[config.mk]
export PLATFORM = sky130hd
export DESIGN_NAME = hkv_ram
export DESIGN_NICKNAME = d
export VERILOG_FILES = /design/src/hdl/hkv_ram.sv
export SDC_FILE = /design/constraint.sdc
export NUM_CORES = 1
export LEC_CHECK = 0
export ABC_AREA = 0
export ABC_CLOCK_PERIOD_IN_PS = 2350
export BUFFER_PORTS_ARGS = -buffer_cell sky130_fd_sc_hd__buf_4
export CELL_PAD_IN_SITES_DETAIL_PLACEMENT = 1
export CELL_PAD_IN_SITES_GLOBAL_PLACEMENT = 1
export CORE_MARGIN = 2
export CORE_UTILIZATION = 53
export CTS_CLUSTER_DIAMETER = 60
export DETAILED_ROUTE_END_ITERATION = 16
export HOLD_SLACK_MARGIN = 0.12
export PLACE_DENSITY = 0.82
export SLEW_MARGIN = 20
export SYNTH_ARGS = -nofsm -noshare
export SYNTH_HDL_FRONTEND = slang
export SYNTH_SLANG_ARGS = --single-unit
[constraint.sdc]
create_clock -name clock -period 2.35 [get_ports clock]
set_clock_uncertainty 0.1 [all_clocks]
set_input_delay 0.5875 -clock clock [delete_from_list [all_inputs] [get_ports clock]]
set_output_delay 0.5875 -clock clock [all_outputs]
set_load 0.02 [all_outputs]
[src/hdl/hkv_ram.sv]
module hkv_ram #(
   parameter int WIDTH = 8,
   parameter int DEPTH = 16
) (
   input  logic                     clock,
   input  logic                     we,
   input  logic [$clog2(DEPTH)-1:0] waddr,
   input  logic [WIDTH-1:0]         wdata,
   input  logic [$clog2(DEPTH)-1:0] raddr,
   output logic [WIDTH-1:0]         rdata
);

   logic [WIDTH-1:0] mem [DEPTH];
   logic [WIDTH-1:0] rdata_ff;

   // Single write port, registered read port.
   always_ff @(posedge clock) begin
      if (we) begin
         mem[waddr] <= wdata;
      end
      rdata_ff <= mem[raddr];
   end

   assign rdata = rdata_ff;

endmodule

==> impl_metrics.tcl <==
set metrics [dict create \
    worstPathRequired_ps 1660 \
    ys_warn_count 0 \
    pwr-share-comb_pct 5.4 \
    syn-instance-count 229 \
    num_rows 35 \
    vias_per_cell 5.91 \
    postCtsSetupBuffers 0 \
    grt_antenna_before_repair 0 \
    reg2reg_from "mem[11][0]" \
    period_share_pct 72.1 \
    p_per_area_mw_per_mm2 880 \
    insertedDiodeCount 0 \
    max-vdd-ir-drop_mv 0.459 \
    power.internal_mw 4.24 \
    cp_top_family "flip-flops" \
    crit_path_end_kind "output port" \
    vias 2528 \
    dieWidth_um 103 \
    synth_top_area_share_pct 74.7 \
    yosysTopAreaCell "edfxtp_1" \
    setup_viol 0 \
    rsz0062_at_grt "false" \
    postRouteAntennaNets 0 \
    start_util_pct 55.2 \
    grt_pass1_wl_um 16400 \
    slew_headroom_pct 73.4 \
    fin_cells 428 \
    cts_tree "yes" \
    routed_wl_um 10900 \
    use_met2_pct 36.3 \
    syn_avg_cell_area_um2 22.5 \
    top_usage_layer "met2" \
    area_growth_pct 19.5 \
    ys_types 19 \
    numCtsBuffers 17 \
    hpwl_um 7130 \
    crit_path_max_fanout 1 \
    cts-root-buf "clkbuf_8" \
    worst-path-buf-inv 1 \
    synth_flop_cell "edfxtp_1" \
    leakage_nw 2.09 \
    synth-seq-cells 136 \
    cts_resized 0 \
    track_usage_pct 23.1 \
    min_period_ps 1690 \
    drtIter0Drc 261 \
    drive_gt1_share_pct 32.4 \
    drv_slew 0 \
    clock_path_buffers 2 \
    io_pins 26 \
    seqPwrFrac_pct 50.5 \
    fin_tns_setup_ps 0 \
    async_flop_share_pct 0 \
    yosysSeqAreaShare_pct 77.8 \
    yosysMostFrequentCell "edfxtp_1" \
    final_nets 304 \
    wire_per_inst_um 25.5 \
    cap_violations 0 \
    grt_max_degree 19 \
    clkPwrFrac_pct 44.1 \
    globalplace.congestion 0.714 \
    crit_start "rdata[2]" \
    crit_chain "buf_4" \
    overflow 0 \
    switching_share_pct 21.7 \
    ys_top_cells_by_count "128 x edfxtp_1, 18 x mux4_2, 16 x a22oi_1, 14 x mux4_1, 13 x nor2_1" \
    clkLatencyLatePin_ps 510 \
    cp-start-kind "flop" \
    synth-edff-count 128 \
    status "finished, final reports clean" \
    drtPass1Iterations 4 \
    cpMaxStageDelayCell "dfxtp_1" \
    final_util_pct 66.0 \
    remaining_drc_errors 0 \
    hp-class "input pin to flop" \
    placed_cells 396 \
    holdBufCountCts 0 \
    die_h_um 103 \
    grt_use_met1_pct 31.5 \
    fmax_mhz 590 \
    min-delay-start "wdata[0]" \
    met3_usage_pct 6.85 \
    grt_pass1_vias 2661 \
    syn_area_mm2 0.00515 \
    worstSetupPathType "flop to output port" \
    core_mm2 0.00933 \
    path_clk_slew_ps 60 \
    switchingPower_mw 1.18 \
    portBuffers 25 \
    synthTopCellsByArea "edfxtp_1 75%, mux4_2 7.9%, mux4_1 7.1%" \
    syn_nets 247 \
    slowest_delay_ps 350 \
    arrival_ps 1010 \
    cts_sinks 136 \
    finalHoldViolCount 0 \
    htreeDepth 4 \
    worstMarginPinSlew_ps 400 \
    die-area_mm2 0.0105 \
    fill_cells 770 \
]
metal layers:
| metal | up-vias | wire, µm |
|---|---|---|
| li1 | 1083 | - |
| met4 | 0 | 193 |
| met3 | 17 | 694 |
| met2 | 111 | 5480 |
| met5 | - | 0 |
| met1 | 1317 | 4540 |
layout make-up:
class                           count  area (µm²)  area share [%]
Tap cell                          129         161            2.62
Clock inverter                     15         130            2.12
Multi-Input combinational cell     83        1060            17.2
Clock buffer                       17         414            6.73
Sequential cell                   136        4000            65.1
Timing Repair Buffer               48         385            6.26
cell usage in the layout (no fill, tap or decap):
cell | synthesis | layout
a22oi_1 | 16 | 16
and2_1 | 1 | 1
and2b_1 | 1 | 1
buf_12 | 0 | 2
buf_4 | 1 | 46
bufinv_16 | 0 | 1
clkbuf_16 | 0 | 16
clkbuf_8 | 0 | 1
clkinv_1 | 0 | 2
clkinv_2 | 0 | 1
clkinv_4 | 0 | 2
clkinvlp_4 | 0 | 7
dfxtp_1 | 8 | 8
edfxtp_1 | 128 | 128
inv_6 | 0 | 2
mux4_1 | 14 | 14
mux4_2 | 18 | 18
nand2_1 | 9 | 9
nand2b_1 | 2 | 2
nand3_1 | 1 | 1
nand3b_1 | 2 | 2
nor2_1 | 13 | 13
nor2b_1 | 1 | 1
nor3_1 | 4 | 4
or3b_2 | 1 | 1
sequential cells by signal (all words and copies together) (netlist names):
name   cells
mem      128
rdata      8
worst paths after layout:
| kind | end | slack (ps) | depth (start not counted) |
|---|---|---|---|
| setup / recovery | rdata[2] | 660 | 1 |
| hold reg to reg | rdata[7] | 580 | 3 |
| setup reg to reg | rdata[0] | 840 | 3 |
| hold / removal | mem[13][0] | 280 | 1 |
cells by family (layout without fill, tap and decap cells):
logic type	after synthesis	after routing	synth area share, %
buffers and inverters	10	80	1.68
AND/OR/NAND/NOR	35	35	3.18
AO/OA/AOI/OAI	16	16	2.33
multiplexers	32	32	15.0
flip-flops	136	136	77.8
power by group through the flow:
stage                     logic (mW)  registers (mW)  clock network, mW
after global placement         0.283            2.78                  0
after floorplan                0.138            2.79                  0
after global routing           0.316            2.74               2.53
after detailed placement       0.296            2.78                  0
final                          0.294            2.73               2.39
after CTS                      0.299            2.73               2.43
stage by stage:
stage | worst slack, ps | hold WS, ps | cell area, µm² | total power [mW]
2_1_floorplan | 170 | 529 | 5150 | 2.93
3_3_place_gp | 266 | 553 | 5610 | 3.06
3_5_place_dp | 209 | 576 | 5610 | 3.08
4_1_cts | 616 | 258 | 6150 | 5.46
5_1_grt | 596 | 285 | 6150 | 5.58
6_report | 655 | 284 | 6150 | 5.42
Note: power is estimated with default switching activity, not from simulation.
